### config.mk
export PLATFORM = sky130hd
export DESIGN_NAME = adsr_linear_envelope_flat
export DESIGN_NICKNAME = d
export VERILOG_FILES = /design/src/adsr_pkg.sv /design/src/adsr_stream_if.sv /design/src/adsr_linear_envelope.sv /design/src/adsr_dp.sv /design/src/adsr_ctrl.sv /design/src/flat_wrapper.sv
export SDC_FILE = /design/constraint.sdc
export NUM_CORES = 2
export LEC_CHECK = 0
export BUFFER_PORTS_ARGS = -buffer_cell sky130_fd_sc_hd__buf_2
export CAP_MARGIN = 0
export CORE_MARGIN = 3
export CORE_UTILIZATION = 60
export CTS_BUF_LIST = sky130_fd_sc_hd__clkbuf_8
export DETAILED_ROUTE_END_ITERATION = 7
export PLACE_DENSITY = 0.78
export SYNTH_ARGS = -nofsm -noshare
export SYNTH_HDL_FRONTEND = slang
export SYNTH_SLANG_ARGS = --single-unit
export TNS_END_PERCENT = 50
### constraint.sdc
create_clock -name clk_i -period 30.7 [get_ports clk_i]
set_clock_uncertainty 0.2 [all_clocks]
set_input_delay 6.14 -clock clk_i [delete_from_list [all_inputs] [get_ports clk_i]]
set_output_delay 6.14 -clock clk_i [all_outputs]
set_load 0.05 [all_outputs]
### src/adsr_pkg.sv
package adsr_pkg;

  // Field widths
  localparam int unsigned SMP_W  = 16;              // sample width
  localparam int unsigned LEN_W  = 20;              // segment length / offset width
  localparam int unsigned LVL_W  = 16;              // gain level width, Q1.15
  localparam int unsigned FRAC_W = 15;              // gain fraction bits
  localparam int unsigned CFG_W  = 20;              // widest register
  localparam int unsigned IDX_W  = 3;               // register index width

  // Derived widths
  localparam int unsigned PROD_W = LVL_W + LEN_W;   // level delta times offset
  localparam int unsigned SCL_W  = SMP_W + LVL_W;   // sample magnitude times gain
  localparam int unsigned MAG_W  = SCL_W - FRAC_W;  // scaled magnitude
  localparam int unsigned CNT_W  = $clog2(LVL_W);   // divider step counter

  // Register reset values
  localparam logic [LVL_W-1:0] LVL_INITIAL_RST = LVL_W'(0);
  localparam logic [LVL_W-1:0] LVL_ATTACK_RST  = LVL_W'(1 << FRAC_W);
  localparam logic [LVL_W-1:0] LVL_SUSTAIN_RST = LVL_W'(1 << FRAC_W);
  localparam logic [LVL_W-1:0] LVL_RELEASE_RST = LVL_W'(0);

  typedef enum logic [IDX_W-1:0] {
    REG_INITIAL_LEVEL   = 3'd0,
    REG_ATTACK_LEVEL    = 3'd1,
    REG_SUSTAIN_LEVEL   = 3'd2,
    REG_RELEASE_LEVEL   = 3'd3,
    REG_ATTACK_SAMPLES  = 3'd4,
    REG_DECAY_SAMPLES   = 3'd5,
    REG_RELEASE_SAMPLES = 3'd6
  } cfg_reg_e;

  typedef enum logic [1:0] {
    SEG_ATTACK  = 2'd0,
    SEG_DECAY   = 2'd1,
    SEG_SUSTAIN = 2'd2,
    SEG_RELEASE = 2'd3
  } seg_e;

  typedef enum logic [3:0] {
    ST_IDLE,
    ST_NORM_PRE,
    ST_MUL,
    ST_DIV,
    ST_SCALE,
    ST_ADVANCE,
    ST_NORM_POST,
    ST_OUT_ENV,
    ST_OUT_PASS
  } ctrl_state_e;

  // Controller to datapath
  typedef struct packed {
    logic load_in;    // capture input transaction, start note if flagged
    logic norm_step;  // skip one finished/empty segment
    logic ramp_mul;   // level delta times offset, seed divider
    logic div_step;   // one restoring division step
    logic scale;      // sample magnitude times gain
    logic advance;    // bump segment offset
    logic out_env;    // load enveloped result
    logic out_pass;   // load pass-through result
  } cmd_t;

  // Datapath to controller
  typedef struct packed {
    logic skip;       // active and offset not below segment length
    logic active;
    logic sustain;    // current segment is sustain (flat gain)
    logic out_free;   // output register can take a result
  } status_t;

endpackage

### src/adsr_stream_if.sv
interface adsr_in_if;
  logic                                valid;
  logic                                ready;
  logic signed [adsr_pkg::SMP_W-1:0]   sample_in;
  logic                                note_start;
  logic        [adsr_pkg::LEN_W-1:0]   hold_samples;

  modport source (output valid, sample_in, note_start, hold_samples, input ready);
  modport sink   (input valid, sample_in, note_start, hold_samples, output ready);
endinterface

interface adsr_out_if;
  logic                                valid;
  logic                                ready;
  logic signed [adsr_pkg::SMP_W-1:0]   sample_out;
  logic                                in_note;
  logic                                note_end;

  modport source (output valid, sample_out, in_note, note_end, input ready);
  modport sink   (input valid, sample_out, in_note, note_end, output ready);
endinterface

### src/adsr_linear_envelope.sv
// Channel   Direction  Payload                                   Handshake
// in_i      sink       sample_in[15:0] s, note_start, hold[19:0]  valid/ready
// out_o     source     sample_out[15:0] s, in_note, note_end      valid/ready
// cfg_*     input      we, idx[2:0], data[19:0]                   write on we
//
// Sequencing: one transaction at a time, from one accepted input to the next.
// A ramp sample runs the 16-step restoring divider for the gain; a sustain sample
// skips it, and a sample outside a note passes through (one more step per skipped segment).
// Reset: rst_ni async, active low; config and state registers take their documented defaults.
// Stalls: a finished result sits in the output register, so the next input
// transaction is taken while it waits; the next result waits for it to drain.

module adsr_linear_envelope (
  input  logic                        clk_i,
  input  logic                        rst_ni,
  input  logic                        cfg_we_i,
  input  logic [adsr_pkg::IDX_W-1:0]  cfg_idx_i,
  input  logic [adsr_pkg::CFG_W-1:0]  cfg_data_i,
  adsr_in_if.sink                     in_i,
  adsr_out_if.source                  out_o
);

  // Command and status between sequencer and datapath
  adsr_pkg::cmd_t    cmd;
  adsr_pkg::status_t status;
  logic              in_ready;

  // Sequencer: normalise segment, multiply and divide (ramp only), scale, advance,
  // normalise again, then hand the result (or a pass-through) to the output register.
  adsr_ctrl u_ctrl (
    .clk_i      (clk_i),
    .rst_ni     (rst_ni),
    .in_valid_i (in_i.valid),
    .in_ready_o (in_ready),
    .status_i   (status),
    .cmd_o      (cmd)
  );

  assign in_i.ready = in_ready;

  // Datapath: registers, note state, ramp multiplier and divider,
  // gain multiply with saturation, and the output register.
  adsr_dp u_dp (
    .clk_i          (clk_i),
    .rst_ni         (rst_ni),
    .cfg_we_i       (cfg_we_i),
    .cfg_idx_i      (cfg_idx_i),
    .cfg_data_i     (cfg_data_i),
    .sample_in_i    (in_i.sample_in),
    .note_start_i   (in_i.note_start),
    .hold_samples_i (in_i.hold_samples),
    .cmd_i          (cmd),
    .status_o       (status),
    .out_o          (out_o)
  );

endmodule

### src/adsr_dp.sv
module adsr_dp (
  input  logic                                clk_i,
  input  logic                                rst_ni,
  input  logic                                cfg_we_i,
  input  logic [adsr_pkg::IDX_W-1:0]          cfg_idx_i,
  input  logic [adsr_pkg::CFG_W-1:0]          cfg_data_i,
  input  logic signed [adsr_pkg::SMP_W-1:0]   sample_in_i,
  input  logic                                note_start_i,
  input  logic [adsr_pkg::LEN_W-1:0]          hold_samples_i,
  input  adsr_pkg::cmd_t                      cmd_i,
  output adsr_pkg::status_t                   status_o,
  adsr_out_if.source                          out_o
);

  localparam logic [adsr_pkg::MAG_W-1:0] MAG_POS_LIM =
    adsr_pkg::MAG_W'((1 << (adsr_pkg::SMP_W - 1)) - 1);
  localparam logic [adsr_pkg::MAG_W-1:0] MAG_NEG_LIM =
    adsr_pkg::MAG_W'(1 << (adsr_pkg::SMP_W - 1));
  localparam logic [adsr_pkg::SMP_W-1:0] SMP_MAX =
    adsr_pkg::SMP_W'((1 << (adsr_pkg::SMP_W - 1)) - 1);
  localparam logic [adsr_pkg::SMP_W-1:0] SMP_MIN =
    adsr_pkg::SMP_W'(1 << (adsr_pkg::SMP_W - 1));

  // Configuration registers
  logic [adsr_pkg::LVL_W-1:0] init_lvl_q, atk_lvl_q, sus_lvl_q, rel_lvl_q;
  logic [adsr_pkg::LEN_W-1:0] atk_len_q, dec_len_q, rel_len_q;

  // Note state
  adsr_pkg::seg_e             seg_q;
  logic [adsr_pkg::LEN_W-1:0] off_q;
  logic [adsr_pkg::LEN_W-1:0] held_q;
  logic                       active_q;

  // Working registers
  logic [adsr_pkg::SMP_W-1:0] sample_q;
  logic [adsr_pkg::LEN_W-1:0] rem_q;
  logic [adsr_pkg::LVL_W-1:0] quo_q;
  logic [adsr_pkg::SCL_W-1:0] prod_q;

  // Output register
  logic                       out_valid_q;
  logic [adsr_pkg::SMP_W-1:0] out_smp_q;
  logic                       out_in_note_q;
  logic                       out_end_q;

  logic [adsr_pkg::LEN_W-1:0]  seg_len;
  logic [adsr_pkg::LVL_W-1:0]  y1, y2, diff, gain;
  logic                        up;
  logic [adsr_pkg::PROD_W-1:0] ramp_prod;
  logic [adsr_pkg::LEN_W:0]    div_trial;
  logic                        div_ge;
  logic [adsr_pkg::SMP_W-1:0]  abs_smp;
  logic                        neg;
  logic [adsr_pkg::MAG_W-1:0]  mag_sh;
  logic [adsr_pkg::SMP_W-1:0]  sat_smp;
  logic                        out_free;

  always_ff @(posedge clk_i or negedge rst_ni) begin
    if (!rst_ni) begin
      init_lvl_q <= adsr_pkg::LVL_INITIAL_RST;
      atk_lvl_q  <= adsr_pkg::LVL_ATTACK_RST;
      sus_lvl_q  <= adsr_pkg::LVL_SUSTAIN_RST;
      rel_lvl_q  <= adsr_pkg::LVL_RELEASE_RST;
      atk_len_q  <= '0;
      dec_len_q  <= '0;
      rel_len_q  <= '0;
    end else if (cfg_we_i) begin
      case (adsr_pkg::cfg_reg_e'(cfg_idx_i))
        adsr_pkg::REG_INITIAL_LEVEL:   init_lvl_q <= cfg_data_i[adsr_pkg::LVL_W-1:0];
        adsr_pkg::REG_ATTACK_LEVEL:    atk_lvl_q  <= cfg_data_i[adsr_pkg::LVL_W-1:0];
        adsr_pkg::REG_SUSTAIN_LEVEL:   sus_lvl_q  <= cfg_data_i[adsr_pkg::LVL_W-1:0];
        adsr_pkg::REG_RELEASE_LEVEL:   rel_lvl_q  <= cfg_data_i[adsr_pkg::LVL_W-1:0];
        adsr_pkg::REG_ATTACK_SAMPLES:  atk_len_q  <= cfg_data_i[adsr_pkg::LEN_W-1:0];
        adsr_pkg::REG_DECAY_SAMPLES:   dec_len_q  <= cfg_data_i[adsr_pkg::LEN_W-1:0];
        adsr_pkg::REG_RELEASE_SAMPLES: rel_len_q  <= cfg_data_i[adsr_pkg::LEN_W-1:0];
        default: ;
      endcase
    end
  end

  // Segment length and ramp end points
  always_comb begin
    case (seg_q)
      adsr_pkg::SEG_ATTACK: begin
        seg_len = atk_len_q;
        y1      = init_lvl_q;
        y2      = atk_lvl_q;
      end
      adsr_pkg::SEG_DECAY: begin
        seg_len = dec_len_q;
        y1      = atk_lvl_q;
        y2      = sus_lvl_q;
      end
      adsr_pkg::SEG_SUSTAIN: begin
        seg_len = held_q;
        y1      = sus_lvl_q;
        y2      = sus_lvl_q;
      end
      default: begin
        seg_len = rel_len_q;
        y1      = sus_lvl_q;
        y2      = rel_lvl_q;
      end
    endcase
  end

  assign up        = (y2 >= y1);
  assign diff      = up ? (y2 - y1) : (y1 - y2);
  assign ramp_prod = adsr_pkg::PROD_W'(diff) * adsr_pkg::PROD_W'(off_q);

  // Quotient is below 2^LVL_W (offset < length), so the top bits seed the remainder
  assign div_trial = {rem_q, quo_q[adsr_pkg::LVL_W-1]};
  assign div_ge    = (div_trial >= {1'b0, seg_len});

  always_comb begin
    if (seg_q == adsr_pkg::SEG_SUSTAIN) begin
      gain = sus_lvl_q;
    end else if (up) begin
      gain = y1 + quo_q;
    end else begin
      gain = y1 - quo_q;
    end
  end

  assign neg     = sample_q[adsr_pkg::SMP_W-1];
  assign abs_smp = neg ? (~sample_q + adsr_pkg::SMP_W'(1)) : sample_q;

  // Truncate toward zero on the magnitude, then saturate
  assign mag_sh = prod_q[adsr_pkg::SCL_W-1:adsr_pkg::FRAC_W];
  always_comb begin
    if (!neg) begin
      sat_smp = (mag_sh > MAG_POS_LIM) ? SMP_MAX : mag_sh[adsr_pkg::SMP_W-1:0];
    end else begin
      sat_smp = (mag_sh > MAG_NEG_LIM) ? SMP_MIN
                                       : (~mag_sh[adsr_pkg::SMP_W-1:0] + adsr_pkg::SMP_W'(1));
    end
  end

  always_ff @(posedge clk_i or negedge rst_ni) begin
    if (!rst_ni) begin
      seg_q    <= adsr_pkg::SEG_ATTACK;
      off_q    <= '0;
      held_q   <= '0;
      active_q <= 1'b0;
    end else if (cmd_i.load_in) begin
      if (note_start_i) begin
        active_q <= 1'b1;
        seg_q    <= adsr_pkg::SEG_ATTACK;
        off_q    <= '0;
        held_q   <= hold_samples_i;
      end
    end else if (cmd_i.norm_step && status_o.skip) begin
      off_q <= '0;
      if (seg_q == adsr_pkg::SEG_RELEASE) begin
        active_q <= 1'b0;
        seg_q    <= adsr_pkg::SEG_ATTACK;
      end else begin
        seg_q <= adsr_pkg::seg_e'(seg_q + 2'd1);
      end
    end else if (cmd_i.advance) begin
      off_q <= off_q + adsr_pkg::LEN_W'(1);
    end
  end

  always_ff @(posedge clk_i) begin
    if (cmd_i.load_in) begin
      sample_q <= sample_in_i;
    end
    if (cmd_i.ramp_mul) begin
      rem_q <= ramp_prod[adsr_pkg::PROD_W-1:adsr_pkg::LVL_W];
      quo_q <= ramp_prod[adsr_pkg::LVL_W-1:0];
    end else if (cmd_i.div_step) begin
      rem_q <= div_ge ? adsr_pkg::LEN_W'(div_trial - {1'b0, seg_len})
                      : div_trial[adsr_pkg::LEN_W-1:0];
      quo_q <= {quo_q[adsr_pkg::LVL_W-2:0], div_ge};
    end
    if (cmd_i.scale) begin
      prod_q <= adsr_pkg::SCL_W'(abs_smp) * adsr_pkg::SCL_W'(gain);
    end
  end

  assign out_free = !out_valid_q || out_o.ready;

  always_ff @(posedge clk_i or negedge rst_ni) begin
    if (!rst_ni) begin
      out_valid_q <= 1'b0;
    end else if (cmd_i.out_env || cmd_i.out_pass) begin
      out_valid_q <= 1'b1;
    end else if (out_o.ready) begin
      out_valid_q <= 1'b0;
    end
  end

  always_ff @(posedge clk_i) begin
    if (cmd_i.out_env) begin
      out_smp_q     <= sat_smp;
      out_in_note_q <= 1'b1;
      out_end_q     <= !active_q;
    end else if (cmd_i.out_pass) begin
      out_smp_q     <= sample_q;
      out_in_note_q <= 1'b0;
      out_end_q     <= 1'b0;
    end
  end

  assign out_o.valid      = out_valid_q;
  assign out_o.sample_out = out_smp_q;
  assign out_o.in_note    = out_in_note_q;
  assign out_o.note_end   = out_end_q;

  assign status_o.skip     = active_q && (off_q >= seg_len);
  assign status_o.active   = active_q;
  assign status_o.sustain  = (seg_q == adsr_pkg::SEG_SUSTAIN);
  assign status_o.out_free = out_free;

endmodule

### src/adsr_ctrl.sv
module adsr_ctrl (
  input  logic               clk_i,
  input  logic               rst_ni,
  input  logic               in_valid_i,
  output logic               in_ready_o,
  input  adsr_pkg::status_t  status_i,
  output adsr_pkg::cmd_t     cmd_o
);

  localparam logic [adsr_pkg::CNT_W-1:0] CNT_LAST = adsr_pkg::CNT_W'(adsr_pkg::LVL_W - 1);

  adsr_pkg::ctrl_state_e     state_q, state_d;
  logic [adsr_pkg::CNT_W-1:0] cnt_q, cnt_d;

  always_ff @(posedge clk_i or negedge rst_ni) begin
    if (!rst_ni) begin
      state_q <= adsr_pkg::ST_IDLE;
      cnt_q   <= '0;
    end else begin
      state_q <= state_d;
      cnt_q   <= cnt_d;
    end
  end

  always_comb begin
    state_d    = state_q;
    cnt_d      = cnt_q;
    cmd_o      = '0;
    in_ready_o = 1'b0;
    case (state_q)
      adsr_pkg::ST_IDLE: begin
        in_ready_o = 1'b1;
        if (in_valid_i) begin
          cmd_o.load_in = 1'b1;
          state_d       = adsr_pkg::ST_NORM_PRE;
        end
      end
      adsr_pkg::ST_NORM_PRE: begin
        if (status_i.skip) begin
          cmd_o.norm_step = 1'b1;
        end else if (!status_i.active) begin
          state_d = adsr_pkg::ST_OUT_PASS;
        end else if (status_i.sustain) begin
          state_d = adsr_pkg::ST_SCALE;
        end else begin
          state_d = adsr_pkg::ST_MUL;
        end
      end
      adsr_pkg::ST_MUL: begin
        cmd_o.ramp_mul = 1'b1;
        cnt_d          = '0;
        state_d        = adsr_pkg::ST_DIV;
      end
      adsr_pkg::ST_DIV: begin
        cmd_o.div_step = 1'b1;
        cnt_d          = cnt_q + adsr_pkg::CNT_W'(1);
        if (cnt_q == CNT_LAST) begin
          state_d = adsr_pkg::ST_SCALE;
        end
      end
      adsr_pkg::ST_SCALE: begin
        cmd_o.scale = 1'b1;
        state_d     = adsr_pkg::ST_ADVANCE;
      end
      adsr_pkg::ST_ADVANCE: begin
        cmd_o.advance = 1'b1;
        state_d       = adsr_pkg::ST_NORM_POST;
      end
      adsr_pkg::ST_NORM_POST: begin
        if (status_i.skip) begin
          cmd_o.norm_step = 1'b1;
        end else begin
          state_d = adsr_pkg::ST_OUT_ENV;
        end
      end
      adsr_pkg::ST_OUT_ENV: begin
        if (status_i.out_free) begin
          cmd_o.out_env = 1'b1;
          state_d       = adsr_pkg::ST_IDLE;
        end
      end
      adsr_pkg::ST_OUT_PASS: begin
        if (status_i.out_free) begin
          cmd_o.out_pass = 1'b1;
          state_d        = adsr_pkg::ST_IDLE;
        end
      end
      default: begin
        state_d = adsr_pkg::ST_IDLE;
      end
    endcase
  end

endmodule
### src/flat_wrapper.sv
// flat-port wrapper written by rule: the top's interface ports become plain ports
module adsr_linear_envelope_flat 
  (clk_i, rst_ni, cfg_we_i, cfg_idx_i, cfg_data_i, in_i_valid, in_i_sample_in, in_i_note_start, in_i_hold_samples, in_i_ready, out_o_valid, out_o_sample_out, out_o_in_note, out_o_note_end, out_o_ready);
  adsr_in_if in_i_i ();
  adsr_out_if out_o_i ();
  input  logic clk_i;
  input  logic rst_ni;
  input  logic cfg_we_i;
  input  logic [adsr_pkg::IDX_W-1:0] cfg_idx_i;
  input  logic [adsr_pkg::CFG_W-1:0] cfg_data_i;
  input wire logic [$bits(in_i_i.valid)-1:0] in_i_valid;
  input wire logic [$bits(in_i_i.sample_in)-1:0] in_i_sample_in;
  input wire logic [$bits(in_i_i.note_start)-1:0] in_i_note_start;
  input wire logic [$bits(in_i_i.hold_samples)-1:0] in_i_hold_samples;
  output wire logic [$bits(in_i_i.ready)-1:0] in_i_ready;
  output wire logic [$bits(out_o_i.valid)-1:0] out_o_valid;
  output wire logic [$bits(out_o_i.sample_out)-1:0] out_o_sample_out;
  output wire logic [$bits(out_o_i.in_note)-1:0] out_o_in_note;
  output wire logic [$bits(out_o_i.note_end)-1:0] out_o_note_end;
  input wire logic [$bits(out_o_i.ready)-1:0] out_o_ready;
  assign in_i_i.valid = in_i_valid;
  assign in_i_i.sample_in = in_i_sample_in;
  assign in_i_i.note_start = in_i_note_start;
  assign in_i_i.hold_samples = in_i_hold_samples;
  assign in_i_ready = in_i_i.ready;
  assign out_o_valid = out_o_i.valid;
  assign out_o_sample_out = out_o_i.sample_out;
  assign out_o_in_note = out_o_i.in_note;
  assign out_o_note_end = out_o_i.note_end;
  assign out_o_i.ready = out_o_ready;
  adsr_linear_envelope u_core (.clk_i(clk_i), .rst_ni(rst_ni), .cfg_we_i(cfg_we_i), .cfg_idx_i(cfg_idx_i), .cfg_data_i(cfg_data_i), .in_i(in_i_i), .out_o(out_o_i));
endmodule
==> flow_summary.toml <==
[status]
status = "complete, no violations"

[timing]
whs_ps = 298
period_needed_ps = 12770
relSlewSlack_pct = 11.9
setup_viol_count_final = 0
fmax_mhz = 78.3
hold_viol = 0
finalMaxSlewViolations = 0
tightest_slew_ps = 1320
grt_setup_unrepaired = "false"
finalSetupTns_ps = 0
finalCritPeriodShare_pct = 41.6

[grt]
grt_pass1_wl_mm = 147
grt_antenna_before_repair = 1
grt_overflow = 0
grt_pass1_vias = 27700
track_usage_pct = 31.0
grt_max_degree = 76

[floorplan]
core_um2 = 56700
die_area_um2 = 60600
die-height_um = 246
rows = 87
die_x_um = 246
start_util_pct = 61.0
ios = 85

[setup_path]
critPathBufInv = 8
end_kind = "flip-flop"
criticalPathCategory = "reg -> reg"
cp_max_fo = 53
crit_required_ps = 30890
r2r_start = "u_core.u_dp.seg_q[0]$_DFFE_PN0P_"
slowest_delay_ps = 910
cp-start-kind = "flip-flop"
r2r_end = "u_core.u_dp.prod_q[29]$_DFFE_PP_"
crit_family = "compound AO/OA/AOI/OAI gates"
r2r_cells = 42
arrival_ps = 12960
cp_slowest_cell = "o21ai_1"
reg2reg_setup_slack_ps = 17930

[detailed_routing]
drc = 0
ant_nets = 0
first_iter_violations = 2232
firstDrtPassIters = 7
wl_mm = 91.4
wire_per_inst_um = 20.2
viasPerCell = 6.00
num_vias = 27200

[synth]
syn_nets = 4546
synth_edf_count = 86
synth_warnings = 0
ys_ff_latch = 263
yosysSeqAreaShare_pct = 20.3
synth_cell_types = 81
synth_area_um2 = 34600
async_flop_share_pct = 66.9
synth_ff_type = "dfrtp_1"
synthCells = 3727
avgSynthCellArea_um2 = 9.28

[place]
portBuffers = 84
gp_congestion = 0.966
placed_cell_area_um2 = 35800
dp_hpwl_mm = 69.3

[worst_hold_path]
hold_end = "u_core.u_dp.rel_len_q[15]$_DFFE_PN0P_"
hold_path_depth = 1
hp-class = "reg -> reg"
min-delay-start = "u_core.u_dp.rel_len_q[15]$_DFFE_PN0P_"

[finish]
drive_gt1_share_pct = 10.8
multiInputGateArea_um2 = 24900
fin_area_um2 = 36800
seqCellArea_um2 = 7010
fillers = 4649
synthToLayoutAreaGrowth_pct = 6.50
fin_util_pct = 64.9
final_nets = 4558

[clocking]
cts_setup_buffers = 0
htree_levels = 2
clk_pin_slew_ps = 60
cts_buffer_depth = 3
ctsHoldBuffers = 0
clkSinkCount = 263
numCtsBuffers = 49
cts_tree = "done"
cts_root_buf = "clkbuf_8"
cts_resized = 0
clkLatencyLatePin_ps = 670

[job]
maxCapViolations = 0
-- synthesized netlist by cell type, types with 85 or more instances --
cell      count  area share [%]
inv_1       544             5.9
dfrtp_1     174              13
a21o_1       85             1.8
o21ai_0     151             2.2
a21oi_1     118             1.7
fa_1        447              26
and2_1      117             2.1
nand2_1     513             5.6
mux2_2      155             5.0
edfxtp_1     86             7.5
clkbuf_1    171             1.9
ha_1        307              11
nor2_1      181             2.0
-- cell usage in the layout (no fill, tap or decap), types with 20 or more instances in the layout --
cell type  synthesis  routed
mux2i_1           20      20
fa_1             447     447
xnor2_1           77      72
edfxtp_1          86      86
a21oi_1          118     118
a21o_1            85      85
o21a_1            22      22
buf_2              5      83
and2_1           117     117
nor2_1           181     180
and3_1            22      22
inv_1            544     561
nand2b_1          39      39
o21ai_0          151     150
buf_4              0      58
nand2_1          513     513
a31oi_1           29      27
dfrtp_1          174     174
or3_1             24      24
nor3_1            53      49
a222oi_1          20      20
nand4_1           20      20
xor2_1            47      47
mux2_2           155     155
nor2b_1           39      39
nand3_1           29      29
ha_1             307     305
clkbuf_8           0      58
-- how the worst max path moves through the flow --
| stage | from | end | slack (ps) | depth (start not counted) |
|---|---|---|---|---|
| after global routing | u_core.u_dp.seg_q[0]$_DFFE_PN0P_ | u_core.u_dp.prod_q[31]$_DFFE_PP_ | 16860 | 43 |
| final | u_core.u_dp.seg_q[0]$_DFFE_PN0P_ | u_core.u_dp.prod_q[29]$_DFFE_PP_ | 17930 | 42 |
| after CTS | u_core.u_dp.seg_q[0]$_DFFE_PN0P_ | u_core.u_dp.prod_q[29]$_DFFE_PP_ | 18010 | 42 |
| after floorplan | u_core.u_dp.seg_q[0]$_DFFE_PN0P_ | u_core.u_dp.prod_q[29]$_DFFE_PP_ | 19370 | 47 |
| after global placement | u_core.u_dp.seg_q[0]$_DFFE_PN0P_ | u_core.u_dp.prod_q[29]$_DFFE_PP_ | 18440 | 42 |
| after detailed placement | u_core.u_dp.seg_q[0]$_DFFE_PN0P_ | u_core.u_dp.prod_q[29]$_DFFE_PP_ | 18060 | 42 |
-- layer usage --
metal  up-vias  routed length [um]  global-route usage [%]
met5         -                  13                       0
met1     13500               35700                    40.1
li1      12300                   -                       -
met3       256                7860                    6.07
met2      1164               43500                    50.6
met4         2                4370                    14.1
-- sequential cells by signal, indices dropped and copies added (netlist names) --
name	count
u_core.u_dp.active_q	1
u_core.u_dp.rel_len_q	20
u_core.u_dp.rel_lvl_q	16
u_core.u_dp.prod_q	17
u_core.u_dp.out_o.valid	1
u_core.u_dp.seg_q	2
u_core.u_dp.out_o.note_end	1
u_core.u_dp.held_q	20
u_core.u_dp.quo_q	16
u_core.u_dp.off_q	20
u_core.u_dp.out_o.sample_out	16
u_core.u_ctrl.state_q	4
u_core.u_dp.sus_lvl_q	16
u_core.u_dp.init_lvl_q	16
u_core.u_dp.atk_lvl_q	16
u_core.u_dp.atk_len_q	20
u_core.u_dp.dec_len_q	20
u_core.u_ctrl.cnt_q	4
u_core.u_dp.rem_q	20
u_core.u_dp.sample_q	16
u_core.u_dp.out_o.in_note	1
-- area by class of cell --
class                   count  area share, %
repair buffers            142           2.34
multi-input cells        2738           67.7
flip-flops and latches    263           19.0
well taps                 756           2.57
clock inverters            31          0.608
clock buffers              58           2.17
diodes                      2         0.0136
inverters                 545           5.55
-- worst reg2reg max path, delay by kind of cell (launching register included) --
family                     cells  cell delay, ps
AOI/OAI and AO/OA             15            4690
adders and majority gates     10            4430
buffers and inverters          8            1050
and+or+nand+nor                8            1590
DFF                            1             410
xor gates and xnor gates       1             130
-- cells by family (layout without fill, tap and decap cells) --
logic type               count (synthesis)  in the layout  synth area share [%]
adder cells (fa/ha/maj)                754            754                  37.0
flip-flops                             263            263                  20.3
AND/OR/NAND/NOR                       1089           1089                  14.7
multiplexers                           176            176                  5.69
other                                    0              2                     0
AO/OA/AOI/OAI                          595            595                  11.3
XOR/XNOR                               124            124                  3.14
buffers and inverters                  726            776                  7.90
-- through the flow --
step | instances | worst slack [ps]
final | 4535 | 17930
after global routing | 4533 | 16860
after detailed placement | 4444 | 18060
after CTS | 4533 | 18010
after floorplan | 3727 | 19370
after global placement | 4444 | 18440
Power is not shown: default switching activity piles up to over one toggle a cycle in this logic, so the estimate is an artifact.
